## config.mk

```make
export PLATFORM = sky130hd
export DESIGN_NAME = battery_led_gauge_unit
export DESIGN_NICKNAME = d
export VERILOG_FILES = /design/src/sv/blg_pkg.sv /design/src/sv/blg_step.sv /design/src/sv/battery_led_gauge_unit.sv
export SDC_FILE = /design/constraint.sdc
export NUM_CORES = 1
export LEC_CHECK = 0
export ABC_AREA = 1
export BUFFER_PORTS_ARGS = -buffer_cell sky130_fd_sc_hd__buf_2
export CAP_MARGIN = 30
export CORE_MARGIN = 2
export CORE_UTILIZATION = 60
export CTS_BUF_LIST = sky130_fd_sc_hd__clkbuf_8
export CTS_CLUSTER_SIZE = 40
export DETAILED_ROUTE_END_ITERATION = 10
export GPL_ROUTABILITY_DRIVEN = 1
export PLACE_DENSITY = 0.81
export SYNTH_ARGS = -nofsm -noshare
export SYNTH_HDL_FRONTEND = slang
export SYNTH_SLANG_ARGS = --single-unit
```

## constraint.sdc

```tcl
create_clock -name clk -period 10.55 [get_ports clk]
set_input_delay 1.055 -clock clk [delete_from_list [all_inputs] [get_ports clk]]
set_output_delay 1.055 -clock clk [all_outputs]
set_load 0.02 [all_outputs]
```

## src/sv/blg_pkg.sv

```systemverilog
`timescale 1ns / 1ps
// ----------------------------------------------------------------------------
// blg_pkg
// Shared types and constants for the three-LED battery gauge.
// ----------------------------------------------------------------------------
package blg_pkg;

    localparam int LEVEL_W = 8;
    localparam int TICK_W  = 6;
    localparam int STEP_W  = 3;
    localparam int PER_W   = 8;
    localparam int MASK_W  = 3;
    localparam int IDX_W   = 3;
    localparam int DATA_W  = 8;

    // Configuration register indexes.
    localparam logic [IDX_W-1:0] REG_LOSE_THR   = 3'd0;
    localparam logic [IDX_W-1:0] REG_LOW_THR    = 3'd1;
    localparam logic [IDX_W-1:0] REG_ONE_THR    = 3'd2;
    localparam logic [IDX_W-1:0] REG_TWO_THR    = 3'd3;
    localparam logic [IDX_W-1:0] REG_FULL_THR   = 3'd4;
    localparam logic [IDX_W-1:0] REG_TICKS      = 3'd5;
    localparam logic [IDX_W-1:0] REG_DEPL_LIMIT = 3'd6;
    localparam logic [IDX_W-1:0] REG_IDLE_LIMIT = 3'd7;

    // Register reset values.
    localparam logic [LEVEL_W-1:0] RST_LOSE_THR   = 8'd10;
    localparam logic [LEVEL_W-1:0] RST_LOW_THR    = 8'd20;
    localparam logic [LEVEL_W-1:0] RST_ONE_THR    = 8'd40;
    localparam logic [LEVEL_W-1:0] RST_TWO_THR    = 8'd70;
    localparam logic [LEVEL_W-1:0] RST_FULL_THR   = 8'd100;
    localparam logic [TICK_W-1:0]  RST_TICKS      = 6'd50;
    localparam logic [PER_W-1:0]   RST_DEPL_LIMIT = 8'd6;
    localparam logic [PER_W-1:0]   RST_IDLE_LIMIT = 8'd4;

    // LED patterns.
    localparam logic [MASK_W-1:0] MASK_NONE = 3'b000;
    localparam logic [MASK_W-1:0] MASK_ONE  = 3'b001;
    localparam logic [MASK_W-1:0] MASK_TWO  = 3'b011;
    localparam logic [MASK_W-1:0] MASK_ALL  = 3'b111;

    // Animation steps.
    localparam logic [STEP_W-1:0] STEP_ONE   = 3'd1;
    localparam logic [STEP_W-1:0] STEP_TWO   = 3'd2;
    localparam logic [STEP_W-1:0] STEP_THREE = 3'd3;
    localparam logic [STEP_W-1:0] STEP_WRAP  = 3'd4;
    localparam logic [STEP_W-1:0] STEP_MAX   = 3'd7;

    localparam logic [TICK_W-1:0] TICK_MAX = 6'd63;
    localparam logic [PER_W-1:0]  PER_MAX  = 8'd255;

    typedef struct packed {
        logic [LEVEL_W-1:0] lose_threshold;
        logic [LEVEL_W-1:0] low_threshold;
        logic [LEVEL_W-1:0] one_bar_threshold;
        logic [LEVEL_W-1:0] two_bar_threshold;
        logic [LEVEL_W-1:0] full_threshold;
        logic [TICK_W-1:0]  ticks_per_period;
        logic [PER_W-1:0]   depleted_flash_limit;
        logic [PER_W-1:0]   idle_period_limit;
    } blg_cfg_t;

    typedef struct packed {
        logic [TICK_W-1:0] charge_tick_count;
        logic [STEP_W-1:0] charge_step;
        logic [TICK_W-1:0] idle_tick_count;
        logic [PER_W-1:0]  depleted_periods;
        logic              blink_phase;
        logic [PER_W-1:0]  idle_periods;
        logic              display_active;
    } blg_state_t;

    typedef struct packed {
        logic [MASK_W-1:0] bar_mask;
        logic              all_on;
        logic              sleep_request;
        logic              display_enabled;
    } blg_result_t;

endpackage

```

## src/sv/blg_step.sv

```systemverilog
`timescale 1ns / 1ps
// ----------------------------------------------------------------------------
// blg_step
// Next-state and LED result logic for one display tick.
// ----------------------------------------------------------------------------
module blg_step (
    input  blg_pkg::blg_cfg_t    cfg,
    input  blg_pkg::blg_state_t  state,
    input  logic [7:0]           battery_level,
    input  logic                 system_ready,
    input  logic                 usb_inserted,
    input  logic                 charge_complete,
    input  logic                 device_working,
    input  logic                 wake_display,
    output blg_pkg::blg_state_t  state_next,
    output blg_pkg::blg_result_t result
);
    import blg_pkg::*;

    logic              low;
    logic              lose;
    logic [TICK_W-1:0] ctc_inc;
    logic [TICK_W-1:0] itc_inc;
    logic [STEP_W-1:0] step_inc;
    logic [MASK_W-1:0] level_mask;

    assign low  = (battery_level <= cfg.low_threshold);
    assign lose = (battery_level <= cfg.lose_threshold);

    assign ctc_inc  = (state.charge_tick_count == TICK_MAX) ? TICK_MAX
                                                            : state.charge_tick_count + 1'b1;
    assign itc_inc  = (state.idle_tick_count == TICK_MAX) ? TICK_MAX
                                                          : state.idle_tick_count + 1'b1;
    assign step_inc = (state.charge_step == STEP_MAX) ? STEP_MAX
                                                      : state.charge_step + 1'b1;

    always_comb
    begin
        if (battery_level <= cfg.one_bar_threshold)
        begin
            level_mask = MASK_ONE;
        end
        else if (battery_level <= cfg.two_bar_threshold)
        begin
            level_mask = MASK_TWO;
        end
        else if (battery_level <= cfg.full_threshold)
        begin
            level_mask = MASK_ALL;
        end
        else
        begin
            level_mask = MASK_NONE;
        end
    end

    always_comb
    begin
        state_next = state;
        result     = '0;
        if (wake_display)
        begin
            state_next.display_active = 1'b1;
        end

        if (!system_ready)
        begin
            result.bar_mask = MASK_ALL;
            result.all_on   = 1'b1;
        end
        else if (usb_inserted)
        begin
            if (charge_complete)
            begin
                result.bar_mask = MASK_ALL;
            end
            else
            begin
                state_next.charge_tick_count = ctc_inc;
                if (ctc_inc >= cfg.ticks_per_period)
                begin
                    state_next.charge_tick_count = '0;
                    state_next.charge_step       = step_inc;
                    // The fill restarts from the present level, unless the
                    // level is above the full threshold.
                    if (step_inc >= STEP_WRAP)
                    begin
                        if (battery_level <= cfg.one_bar_threshold)
                        begin
                            state_next.charge_step = '0;
                        end
                        else if (battery_level <= cfg.two_bar_threshold)
                        begin
                            state_next.charge_step = STEP_ONE;
                        end
                        else if (battery_level <= cfg.full_threshold)
                        begin
                            state_next.charge_step = STEP_TWO;
                        end
                    end
                end
                case (state_next.charge_step)
                    STEP_ONE:   result.bar_mask = MASK_ONE;
                    STEP_TWO:   result.bar_mask = MASK_TWO;
                    STEP_THREE: result.bar_mask = MASK_ALL;
                    default:    result.bar_mask = MASK_NONE;
                endcase
            end
        end
        else
        begin
            state_next.charge_tick_count = '0;
            state_next.charge_step       = '0;

            if (low || !device_working)
            begin
                state_next.idle_tick_count = itc_inc;
                if (itc_inc >= cfg.ticks_per_period)
                begin
                    state_next.idle_tick_count = '0;
                    if (lose)
                    begin
                        state_next.depleted_periods = (state.depleted_periods == PER_MAX)
                            ? PER_MAX : state.depleted_periods + 1'b1;
                    end
                    else
                    begin
                        state_next.depleted_periods = '0;
                    end
                    if (low)
                    begin
                        state_next.blink_phase = ~state.blink_phase;
                    end
                    if (!device_working)
                    begin
                        state_next.idle_periods = (state.idle_periods == PER_MAX)
                            ? PER_MAX : state.idle_periods + 1'b1;
                    end
                    else
                    begin
                        state_next.idle_periods = '0;
                    end
                end
            end
            else
            begin
                state_next.idle_tick_count  = '0;
                state_next.depleted_periods = '0;
                state_next.idle_periods     = '0;
                state_next.blink_phase      = 1'b0;
            end

            if (low)
            begin
                if (state_next.blink_phase)
                begin
                    result.bar_mask = MASK_ALL;
                    result.all_on   = 1'b1;
                end
            end
            else
            begin
                result.bar_mask = level_mask;
            end

            if (!device_working)
            begin
                if (lose)
                begin
                    if (state_next.depleted_periods >= cfg.depleted_flash_limit)
                    begin
                        state_next.display_active = 1'b0;
                    end
                end
                else if (state_next.idle_periods >= cfg.idle_period_limit)
                begin
                    state_next.display_active = 1'b0;
                end
            end

            if (!state_next.display_active)
            begin
                result.bar_mask             = MASK_NONE;
                result.all_on               = 1'b0;
                result.sleep_request        = 1'b1;
                state_next.idle_tick_count  = '0;
                state_next.depleted_periods = '0;
                state_next.idle_periods     = '0;
                state_next.blink_phase      = 1'b0;
            end
        end
        result.display_enabled = state_next.display_active;
    end

endmodule

```

## src/sv/battery_led_gauge_unit.sv

```systemverilog
`timescale 1ns / 1ps
// ----------------------------------------------------------------------------
// battery_led_gauge_unit
// Three-LED battery gauge with charge animation, low blink and sleep timer.
// ----------------------------------------------------------------------------
//  Channel | Handshake           | Payload
//  --------+---------------------+-------------------------------------------
//  in      | in_valid, in_stall  | battery_level and the five tick flags
//  out     | out_valid, out_stall| bar_mask, all_on, sleep_request, display_enabled
//  cfg     | cfg_valid, cfg_ready| cfg_index, cfg_data
//
//  One tick word is taken per cycle while not stalled; its result is registered.
//  The gauge state updates in the same edge that takes the tick.
//  An output register plus a one-word skid stage let a new tick be taken
//  while a result waits; in_stall rises only when both hold words.
//  Reset restores the register defaults and the gauge state; cfg_ready is
//  always high.
// ----------------------------------------------------------------------------
module battery_led_gauge_unit (
    input  logic                      clk,
    input  logic                      rst_n,
    input  logic                      in_valid,
    output logic                      in_stall,
    input  logic [7:0]                battery_level,
    input  logic                      system_ready,
    input  logic                      usb_inserted,
    input  logic                      charge_complete,
    input  logic                      device_working,
    input  logic                      wake_display,
    output logic                      out_valid,
    input  logic                      out_stall,
    output logic [2:0]                bar_mask,
    output logic                      all_on,
    output logic                      sleep_request,
    output logic                      display_enabled,
    input  logic                      cfg_valid,
    output logic                      cfg_ready,
    input  logic [blg_pkg::IDX_W-1:0] cfg_index,
    input  logic [blg_pkg::DATA_W-1:0] cfg_data
);
    import blg_pkg::*;

    blg_cfg_t    cfg_reg;
    blg_state_t  state_reg;
    blg_state_t  state_next;
    blg_result_t step_result;
    blg_result_t out_reg;
    blg_result_t skid_reg;
    logic        out_valid_reg;
    logic        skid_valid_reg;
    logic        in_acc;
    logic        out_free;

    assign cfg_ready = 1'b1;
    assign in_stall  = skid_valid_reg;
    assign in_acc    = in_valid && !skid_valid_reg;
    assign out_free  = !out_valid_reg || !out_stall;

    always_ff @(posedge clk or negedge rst_n)
    begin
        if (!rst_n)
        begin
            cfg_reg.lose_threshold       <= RST_LOSE_THR;
            cfg_reg.low_threshold        <= RST_LOW_THR;
            cfg_reg.one_bar_threshold    <= RST_ONE_THR;
            cfg_reg.two_bar_threshold    <= RST_TWO_THR;
            cfg_reg.full_threshold       <= RST_FULL_THR;
            cfg_reg.ticks_per_period     <= RST_TICKS;
            cfg_reg.depleted_flash_limit <= RST_DEPL_LIMIT;
            cfg_reg.idle_period_limit    <= RST_IDLE_LIMIT;
        end
        else if (cfg_valid)
        begin
            case (cfg_index)
                REG_LOSE_THR:   cfg_reg.lose_threshold       <= cfg_data;
                REG_LOW_THR:    cfg_reg.low_threshold        <= cfg_data;
                REG_ONE_THR:    cfg_reg.one_bar_threshold    <= cfg_data;
                REG_TWO_THR:    cfg_reg.two_bar_threshold    <= cfg_data;
                REG_FULL_THR:   cfg_reg.full_threshold       <= cfg_data;
                REG_TICKS:      cfg_reg.ticks_per_period     <= cfg_data[TICK_W-1:0];
                REG_DEPL_LIMIT: cfg_reg.depleted_flash_limit <= cfg_data;
                REG_IDLE_LIMIT: cfg_reg.idle_period_limit    <= cfg_data;
                default:        cfg_reg                      <= cfg_reg;
            endcase
        end
    end

    blg_step u_step (
        .cfg             (cfg_reg),
        .state           (state_reg),
        .battery_level   (battery_level),
        .system_ready    (system_ready),
        .usb_inserted    (usb_inserted),
        .charge_complete (charge_complete),
        .device_working  (device_working),
        .wake_display    (wake_display),
        .state_next      (state_next),
        .result          (step_result)
    );

    always_ff @(posedge clk or negedge rst_n)
    begin
        if (!rst_n)
        begin
            state_reg <= '{charge_tick_count: '0, charge_step: '0, idle_tick_count: '0,
                           depleted_periods: '0, blink_phase: 1'b0, idle_periods: '0,
                           display_active: 1'b1};
        end
        else if (in_acc)
        begin
            state_reg <= state_next;
        end
    end

    // Valid flags of the output register and the skid stage.
    always_ff @(posedge clk or negedge rst_n)
    begin
        if (!rst_n)
        begin
            out_valid_reg  <= 1'b0;
            skid_valid_reg <= 1'b0;
        end
        else if (out_free)
        begin
            out_valid_reg  <= skid_valid_reg || in_acc;
            skid_valid_reg <= skid_valid_reg && in_acc;
        end
        else if (in_acc)
        begin
            skid_valid_reg <= 1'b1;
        end
    end

    always_ff @(posedge clk)
    begin
        if (out_free)
        begin
            if (skid_valid_reg)
            begin
                out_reg <= skid_reg;
                if (in_acc)
                begin
                    skid_reg <= step_result;
                end
            end
            else if (in_acc)
            begin
                out_reg <= step_result;
            end
        end
        else if (in_acc)
        begin
            skid_reg <= step_result;
        end
    end

    assign out_valid       = out_valid_reg;
    assign bar_mask        = out_reg.bar_mask;
    assign all_on          = out_reg.all_on;
    assign sleep_request   = out_reg.sleep_request;
    assign display_enabled = out_reg.display_enabled;

endmodule

```

## Word-level counts from Yosys, hierarchy flattened

Cells that the tools add are included.

- $add $sub $neg: 5
- Mux-type cells: 55
- Eq/ne operators: 17
- Bitwise gates (word level): 2
- Reduce and logical (&&, ||, !) cells: 23
- Order comparisons: 10

Operators by type and width:

| kind | number |
|---|---|
| $mux W23 | 5 |
| $mux W9 | 6 |
| $mux W6 | 7 |
| $le A8 B8 Y1 | 5 |
| $mux W3 | 11 |
| $mux W8 | 4 |
| $mux W4 | 5 |
| $reduce_and A2 Y1 | 9 |
| $add A8 B1 Y8 const B | 2 |
| $eq A8 B8 Y1 const B | 2 |
| $ge A8 B8 Y1 | 2 |
| $eq A3 B3 Y1 const B | 5 |
| $mux W1 | 14 |
| $add A6 B1 Y6 const B | 2 |
| $eq A3 B2 Y1 const B | 4 |
| $eq A6 B6 Y1 const B | 2 |
| $ge A6 B6 Y1 | 2 |
| $pmux W3 S3 | 1 |
| $eq A3 B1 Y1 const B | 2 |
| $reduce_and A3 Y1 | 2 |
| $mux W5 | 1 |
| $logic_not A1 Y1 | 4 |
| $ne A2 B2 Y1 const B | 2 |
| $reduce_bool A2 Y1 | 2 |
| 7 further kinds | 11 |

- Input port bits: 29
- Register bits: 109
- Output and inout bits: 9

## Logic depth before layout (Yosys ltp)

Gate-level depths: netlist (run 1).

- Word-level depth: 19
- Gate-level depth with buffers: 34

## Hierarchy

A second synthesis (run 1) with hierarchy kept.

- Cell total of the unflattened synthesis: 1,077
- Area total of the unflattened synthesis: 7,736.2 µm²

Modules (own cells, without submodules):

| module | sequential area each (µm²) | instances | area each (µm²) | cells each |
|---|---|---|---|---|
| battery_led_gauge_unit | 2,811.4 | 1 | 4,398.0 | 471 |
| blg_step | 0.0 | 1 | 3,338.2 | 606 |

## Least setup slack after synthesis (run 1)

OpenSTA, ideal clock, no wires.

- Kind: input to register
- From: input battery_level[0]
- To: register out_reg (netlist bit bar_mask[1]) (data pin)
- Stages on the path: 27
- Path slack: 6.880 ns
- Arrival: 3.418 ns
- Data required time: 10.297 ns
- Library setup time: 0.253 ns
- Cell sequence: inv_1 > ha_1 > inv_1 > a21oi_1 > o21ai_0 > nand2_1 > nand2_1 > nand3_1 > nand2_2 > inv_2 > a21oi_1 > a21oi_1 > ha_1 > nand2_1 > o21bai_1 > nand2_1 > nand2_1 > nand4_1 > nand2_1 > nand2_1 > nand2_1 > nand2_2 > nor2_2 > nand2_1 > nand3_1 > nand2_1 > nand2_1

RTL lines:

| what | RTL line | source |
|---|---|---|
| from (decl) | battery_led_gauge_unit.sv:24 | `input logic [7:0] battery_level,` |
| to (signal assigned) | battery_led_gauge_unit.sv:140 | `out_reg <= skid_reg;` |
| to (signal assigned) | battery_led_gauge_unit.sv:148 | `out_reg <= step_result;` |
| to (decl) | battery_led_gauge_unit.sv:47 | `blg_result_t out_reg;` |

## Worst setup path in the final report (run 1)

- From: register state_reg[18] (netlist name)
- To: register state_reg[21] (netlist name)

- Word-level cells in the longest chain between the ends: 14
- Elaborated cells between the ends (all ways): 17
- Those cells by class: add/sub (1); order compare (3); eq/ne (1); mux (12)

RTL lines:

| what | RTL line | source |
|---|---|---|
| from (decl) | battery_led_gauge_unit.sv:44 | `blg_state_t state_reg;` |
| from (signal assigned) | battery_led_gauge_unit.sv:105 | `state_reg <= '{charge_tick_count: '0, charge_step: '0, idle_tick_count: '0,` |
| from (signal assigned) | battery_led_gauge_unit.sv:111 | `state_reg <= state_next;` |
| $add A6 B1 Y6 / $eq A6 B6 Y1 (equally long branches) | blg_step.sv:33, blg_step.sv:32 |  |
| $mux W6 * | blg_step.sv:32 | `assign itc_inc = (state.idle_tick_count == TICK_MAX) ? TICK_MAX` |
| $ge A6 B6 Y1 | blg_step.sv:118 | `if (itc_inc >= cfg.ticks_per_period)` |
| $mux W23 * | blg_step.sv:118 |  |
| $mux W23 * | blg_step.sv:115 | `if (low \|\| !device_working)` |
| $mux W23 * | blg_step.sv:71 | `else if (usb_inserted)` |
| $mux W23 * | blg_step.sv:66 | `if (!system_ready)` |
| $ge A8 B8 Y1, on equally long branches | blg_step.sv:175, blg_step.sv:170 |  |
| $mux W1, on equally long branches | blg_step.sv:175, blg_step.sv:170 |  |
| $mux W1 | blg_step.sv:168 | `if (lose)` |
| $mux W1 | blg_step.sv:166 | `if (!device_working)` |
| $mux W1 | blg_step.sv:71 |  |
| $mux W1 | blg_step.sv:66 |  |
| $mux W23 * | blg_step.sv:181 | `if (!state_next.display_active)` |

Every way passes the cells marked *; elsewhere a longest branch is shown, timed or not. The select of a mux whose other input is x is not followed.
A chain may end at the register's enable or synchronous reset.

==> flow_summary.yaml, run 1 <==
timing:
  min_period_over_period: 0.445
  finalHoldWorstSlack_ns: 0.476
  hold_viol_final: 0
  grt_setup_unrepaired: "no"
  clock-skew-final_ns: 0.0142
  fin_crit_ns: 4.69
  finalSetupViolCount: 0
  slew_headroom: 0.613
  final.setup.tns_ns: 0
  finalMaxSlewViolations: 0
  fmax_mhz: 213
  tightest_slew_ns: 0.581
yosys:
  postSynth.asyncResetShare: 0.890
  netlist_instances: 908
  netlist.area_leader.share: 0.281
  synth_nets: 1010
  synth-warning-count: 0
  synth.cells.most_frequent: "sky130_fd_sc_hd__nand2_1 (228), sky130_fd_sc_hd__inv_1 (161), sky130_fd_sc_hd__o21ai_0 (86), sky130_fd_sc_hd__dfrtp_1 (78), sky130_fd_sc_hd__ha_1 (73)"
  synth_ff_type: "sky130_fd_sc_hd__dfrtp_1"
  seq_area_frac_synth: 0.405
  netlist.top_cell.by_area: "sky130_fd_sc_hd__dfrtp_1"
  yosys.cell_types.count: 41
  synth_area_leaders: "sky130_fd_sc_hd__dfrtp_1 (28%), sky130_fd_sc_hd__ha_1 (13%), sky130_fd_sc_hd__nand2_1 (12%)"
  library_cell_with_the_highest_instance_count_after_synthesis: "sky130_fd_sc_hd__nand2_1"
  synth.cell_area_um2: 6940
  avgSynthCellArea_um2: 7.64
  synth_edf_count: 12
  synth-seq-cells: 109
floorplanning:
  die_height_um: 112
  die-area_um2: 12400
  coreArea_um2: 11400
  placement_rows: 39
  ios: 38
  floorplan.die.width_um: 112
  start_util: 0.611
placement:
  dp.final_hpwl_mm: 11.8
  portBuffers: 36
  gp_routability_congestion: 0.890
  numPlacedInstances: 1074
  placedInstanceArea_um2: 7250
status:
  run_status: "completed"
clocking:
  cts_hold_buffers: 0
  clock_insertion_delay_worst_skew_ns: 0.40
  clock_path_buffers: 2
  cts_tree: "yes"
  cts.clk_slew.worst_paths_ns: 0.10
  ctsHtreeMaxLevel: 3
  numClockSinks: 109
  cts-root-buf: "sky130_fd_sc_hd__clkbuf_8"
  cts.repair.resized: 0
  cts_post_setup_buffers_inserted: 0
  numCtsBuffers: 9
setup_path:
  worstSetupEndpointType: "register"
  crit-reg2reg-capture: "state_reg[21]"
  cp_data_required_time_ns: 10.87
  cp-start-kind: "register"
  cp_slowest_stage_delay_ns: 0.36
  timing.critical_path.mode_cell: "sky130_fd_sc_hd__nand2_1"
  path_class: "register to register"
  timing.rr.start: "state_reg[18]"
  path_max_fanout: 15
  rr_worst_depth: 32
  crit_arrival_ns: 5.01
  worst_path_cell_with_the_longest_stage_delay: "sky130_fd_sc_hd__dfrtp_1"
  worst-r2r-setup-slack_ns: 5.86
global_route:
  overflow: 0
  grt_start_max_net_pins: 73
  first_global_vias: 5546
  grt_pass1_wl_mm: 26.6
  grtUsageTotal: 0.266
  grt_antenna_before_repair: 0
final_layout:
  final_net_count: 1045
  post_route_cells_drive_above_1_share: 0.0918
  antennaDiodeCount: 0
  areaGrowthSynthToFinish_pct: 7.62
  multi_input_gate_area_in_the_final_layout_um2: 3440
  final_cell_count_no_fill: 1091
  largest_register_ffs: 62
  fin_area_um2: 7470
  sequential_cell_area_um2: 2810
  n_fill_cell: 948
route:
  vias: 5958
  avgViaCountPerCell: 5.46
  wire_per_inst_um: 14.5
  drt_pass1_iterations: 5
  detail_route.iter0.violations: 572
  remaining_number_of_nets_flagged_by_the_antenna_check_after_routing: 0
  drt_drc_violations_left: 0
  wl_mm: 15.9
hold_path:
  timing.hold.worst.start: "state_reg[0]"
  whs_endpoint: "state_reg[0]"
  timing.hold.worst_path_depth: 2
  holdCritPathClass: "register to register"
flow_run:
  cap_violations: 0
power:
  worst_ir_drop_vdd_v: 0.000119
  cellLeakagePower_nw: 3.93
  pwr_cell_area_nw_per_um2: 208
[per-layer routing]
metal	up-vias	share of wire	wire (um)	global-route usage
met1	2780	0.49	7780	0.379
met3	24	0.037	579	0.0348
li1	3011	-	-	-
met5	-	0	0	0
met4	0	0.021	332	0.0905
met2	143	0.45	7160	0.426
[final cells by class]
cell class / count / share of cell area
Tap cell: 143 / 0.0239
Clock buffer: 10 / 0.0184
Multi-Input combinational cell: 619 / 0.460
Clock inverter: 6 / 0.00737
Inverter: 164 / 0.0827
Sequential cell: 109 / 0.376
Timing Repair Buffer: 40 / 0.0312
[stage by stage]
step           total power [mW]   util  setup slack (ns)
2_1_floorplan              1.12      -              6.88
3_3_place_gp               1.26  0.638              6.15
3_5_place_dp               1.28  0.638              5.97
4_1_cts                    1.55  0.655              5.92
5_1_grt                    1.69  0.657              5.20
6_report                   1.55  0.657              5.86
[logic make-up after synthesis]
| group | after synthesis | share of synthesized area |
|---|---|---|
| adder cells (fa/ha/maj) | 73 | 0.132 |
| XOR/XNOR | 5 | 0.00631 |
| buffers and inverters | 180 | 0.0999 |
| AND/OR/NAND/NOR | 354 | 0.207 |
| AO/OA/AOI/OAI | 186 | 0.149 |
| other | 1 | 0.000540 |
| flip-flops | 109 | 0.405 |
[report_power, final]
part	internal (mW)	switching (mW)
Clock	0.115	0.148
Combinational	0.258	0.445
Sequential	0.528	0.0573
[worst max path at each step]
stage               slack (ns)  depth (start not counted)       endpoint        startpoint
finish                    5.86                         32  state_reg[21]     state_reg[18]
detailed placement        5.97                         32  state_reg[21]     state_reg[19]
CTS                       5.92                         32  state_reg[21]     state_reg[19]
floorplan                 6.88                         27    bar_mask[1]  battery_level[0]
global placement          6.15                         31  state_reg[21]     state_reg[18]
global route              5.20                         31  state_reg[19]     state_reg[19]
[cell usage in the layout (no fill, tap or decap), drive strengths merged]
master / instances
o32ai: 1
o21bai: 2
a22oi: 2
o21ai: 90
dfrtp: 78
nor3: 16
xor2: 4
and2: 1
a21o: 7
nand2: 232
o211ai: 5
edfxtp: 12
or2: 1
nand3: 29
bufinv: 1
a21oi: 46
nand4: 9
o21a: 2
clkbuf: 10
dfstp: 19
buf: 40
clkinv: 1
inv: 168
xnor2: 1
ha: 73
conb: 1
nor2: 66
a31oi: 5
o22ai: 19
a21boi: 2
o31ai: 3
a211oi: 2
[worst max-delay path, delay by kind of cell, from the launching register on]
| kind | cells | cell delay [ns] |
|---|---|---|
| compound gates | 5 | 0.62 |
| fa+ha+maj | 3 | 0.67 |
| buf+inv | 7 | 0.95 |
| flops | 1 | 0.36 |
| simple gates | 17 | 2.02 |
Note: power is estimated with default switching activity, not from simulation.
==> inputs of run 2 (changes only) <==
Clock period 10.55 ns to 4.6 ns, I/O delays scaled along.
==> run 2 against run 1 <==
  * Register-to-register slack lost 5.4 ns
  * Utilization up 0.62 points
  * Combinational power increased by 150%
  * Wire length is 0.48% higher
  * First-iteration DRC count is 7.5% higher
  * Clock-buffer cell count unchanged
  * Maximum frequency is 13% higher
  * Clock power grew 140%
  * Die area unchanged
  * Sequential power increased by 130%
  * Flip-flop and latch count unchanged
==> flow_summary.yaml, run 2 (same netlist as run 1, synthesis figures left out) <==
status:
  run_status: "completed"
global_route:
  grt_pass1_wl_mm: 26.8
  first_global_vias: 5552
  grt_antenna_before_repair: 0
  grtUsageTotal: 0.269
  grt_start_max_net_pins: 65
  overflow: 0
final_layout:
  most_common_library_cell_in_the_layout_ignoring_fill_and_taps: "sky130_fd_sc_hd__nand2_1"
  final_net_count: 1046
  antennaDiodeCount: 0
  mostFrequentLayoutCells: "sky130_fd_sc_hd__nand2_1 (228), sky130_fd_sc_hd__inv_1 (160), sky130_fd_sc_hd__o21ai_0 (86)"
  areaGrowthSynthToFinish_pct: 8.63
  post_route_cells_drive_above_1_share: 0.105
  largest_register_ffs: 62
  final_cell_count_no_fill: 1092
route:
  detail_route.iter0.violations: 615
  drt_pass1_iterations: 6
  wire_per_inst_um: 14.6
  vias: 5978
  wl_mm: 15.9
  avgViaCountPerCell: 5.47
  drt_drc_violations_left: 0
  remaining_number_of_nets_flagged_by_the_antenna_check_after_routing: 0
power:
  worst_ir_drop_vdd_v: 0.000275
  cellLeakagePower_nw: 3.94
  pwr_cell_area_nw_per_um2: 490
setup_path:
  crit_arrival_ns: 4.46
  cp-start-kind: "register"
  critPathBufInv: 5
  crit_family: "simple AND/OR/NAND/NOR gates"
  timing.critical_path.mode_cell: "sky130_fd_sc_hd__nand2_1"
  worst_path_cell_with_the_longest_stage_delay: "sky130_fd_sc_hd__dfrtp_1"
  worstSetupEndpointType: "register"
  cp_data_required_time_ns: 4.91
  path_class: "register to register"
  path_max_fanout: 15
  cp_slowest_stage_delay_ns: 0.40
placement:
  dp.final_hpwl_mm: 11.8
  gp_routability_congestion: 0.869
  numPlacedInstances: 1075
  portBuffers: 36
hold_path:
  holdCritPathClass: "input port to asynchronous set/reset pin"
timing:
  slew_headroom: 0.453
  finalSetupViolCount: 0
  fmax_mhz: 241
  finalHoldWorstSlack_ns: 0.132
  fin_crit_ns: 4.15
  tightest_slew_ns: 0.820
  min_period_over_period: 0.902
  finalMaxSlewViolations: 0
  clock-skew-final_ns: 0.0241
  hold_viol_final: 0
floorplanning:
  floorplan.die.width_um: 112
  ios: 38
  die-area_um2: 12400
  die_height_um: 112
  start_util: 0.611
  placement_rows: 39
  coreArea_um2: 11400
clocking:
  ctsHtreeMaxLevel: 3
  cts_tree: "yes"
  numCtsBuffers: 9
  clock_insertion_delay_worst_skew_ns: 0.40
  cts-root-buf: "sky130_fd_sc_hd__clkbuf_8"
  clock_path_buffers: 2
  numClockSinks: 109
  cts.clk_slew.worst_paths_ns: 0.11
flow_run:
  cap_violations: 0
run 2: changes by cell type in the layout (fill, tap and decap cells not counted), sizes merged:
cell / before / now
clkinvlp: 0 / 1
inv: 168 / 166
buf: 40 / 41
clkinv: 1 / 2
run 2: layout make-up:
| cell class | count | area (um^2) |
|---|---|---|
| clock buffers | 10 | 138 |
| fillers | 986 | 3830 |
| repair buffers | 41 | 233 |
| clock inverters | 6 | 68.8 |
| well taps | 143 | 179 |
| multi-input cells | 619 | 3490 |
| inverters | 164 | 623 |
| flip-flops and latches | 109 | 2810 |
run 2: where the power goes:
| part | switching (mW) | internal [mW] | leakage (nW) |
|---|---|---|---|
| combinational | 1.07 | 0.653 | 2.52 |
| sequential | 0.131 | 1.21 | 1.31 |
| clock | 0.358 | 0.271 | 0.105 |
run 2: worst paths after layout:
path | slack (ns) | depth (start not counted) | start | end
min reg2reg | 0.50 | 2 | state_reg[0] | state_reg[0]
min | 0.13 | 1 | rst_n | state_reg[25]
max in group asynchronous | 3.44 | 2 | rst_n | cfg_reg[2]
max | 0.45 | 28 | state_reg[18] | state_reg[20]
max reg2reg | 0.45 | 28 | state_reg[18] | state_reg[20]
min in group clk | 0.28 | 3 | cfg_data[6] | cfg_reg[6]
run 2: routing by layer:
layer,vias to the layer above,track usage,share of wire
li1,3016,-,-
met1,2761,0.379,0.47
met2,174,0.431,0.46
met3,27,0.0435,0.048
met4,0,0.0823,0.017
met5,-,0,0
run 2: through the flow:
step / util / total power, mW / setup WS [ns] / setup TNS, ns / cell area, um^2
2_1_floorplan: - / 2.57 / 0.989 / 0 / 6940
3_3_place_gp: 0.638 / 2.92 / 0.498 / 0 / 7260
3_5_place_dp: 0.638 / 2.97 / 0.279 / 0 / 7260
4_1_cts: 0.657 / 3.59 / 0.243 / 0 / 7460
5_1_grt: 0.663 / 4.04 / -0.0119 / -0.0352 / 7540
6_report: 0.663 / 3.70 / 0.450 / 0 / 7540
run 2: timing repair:
action | in CTS | in global routing
hold buffers | 0 | 0
setup endpoints to repair | 0 | 35
resized for setup | 0 | 12
buffers inserted | 0 | 1
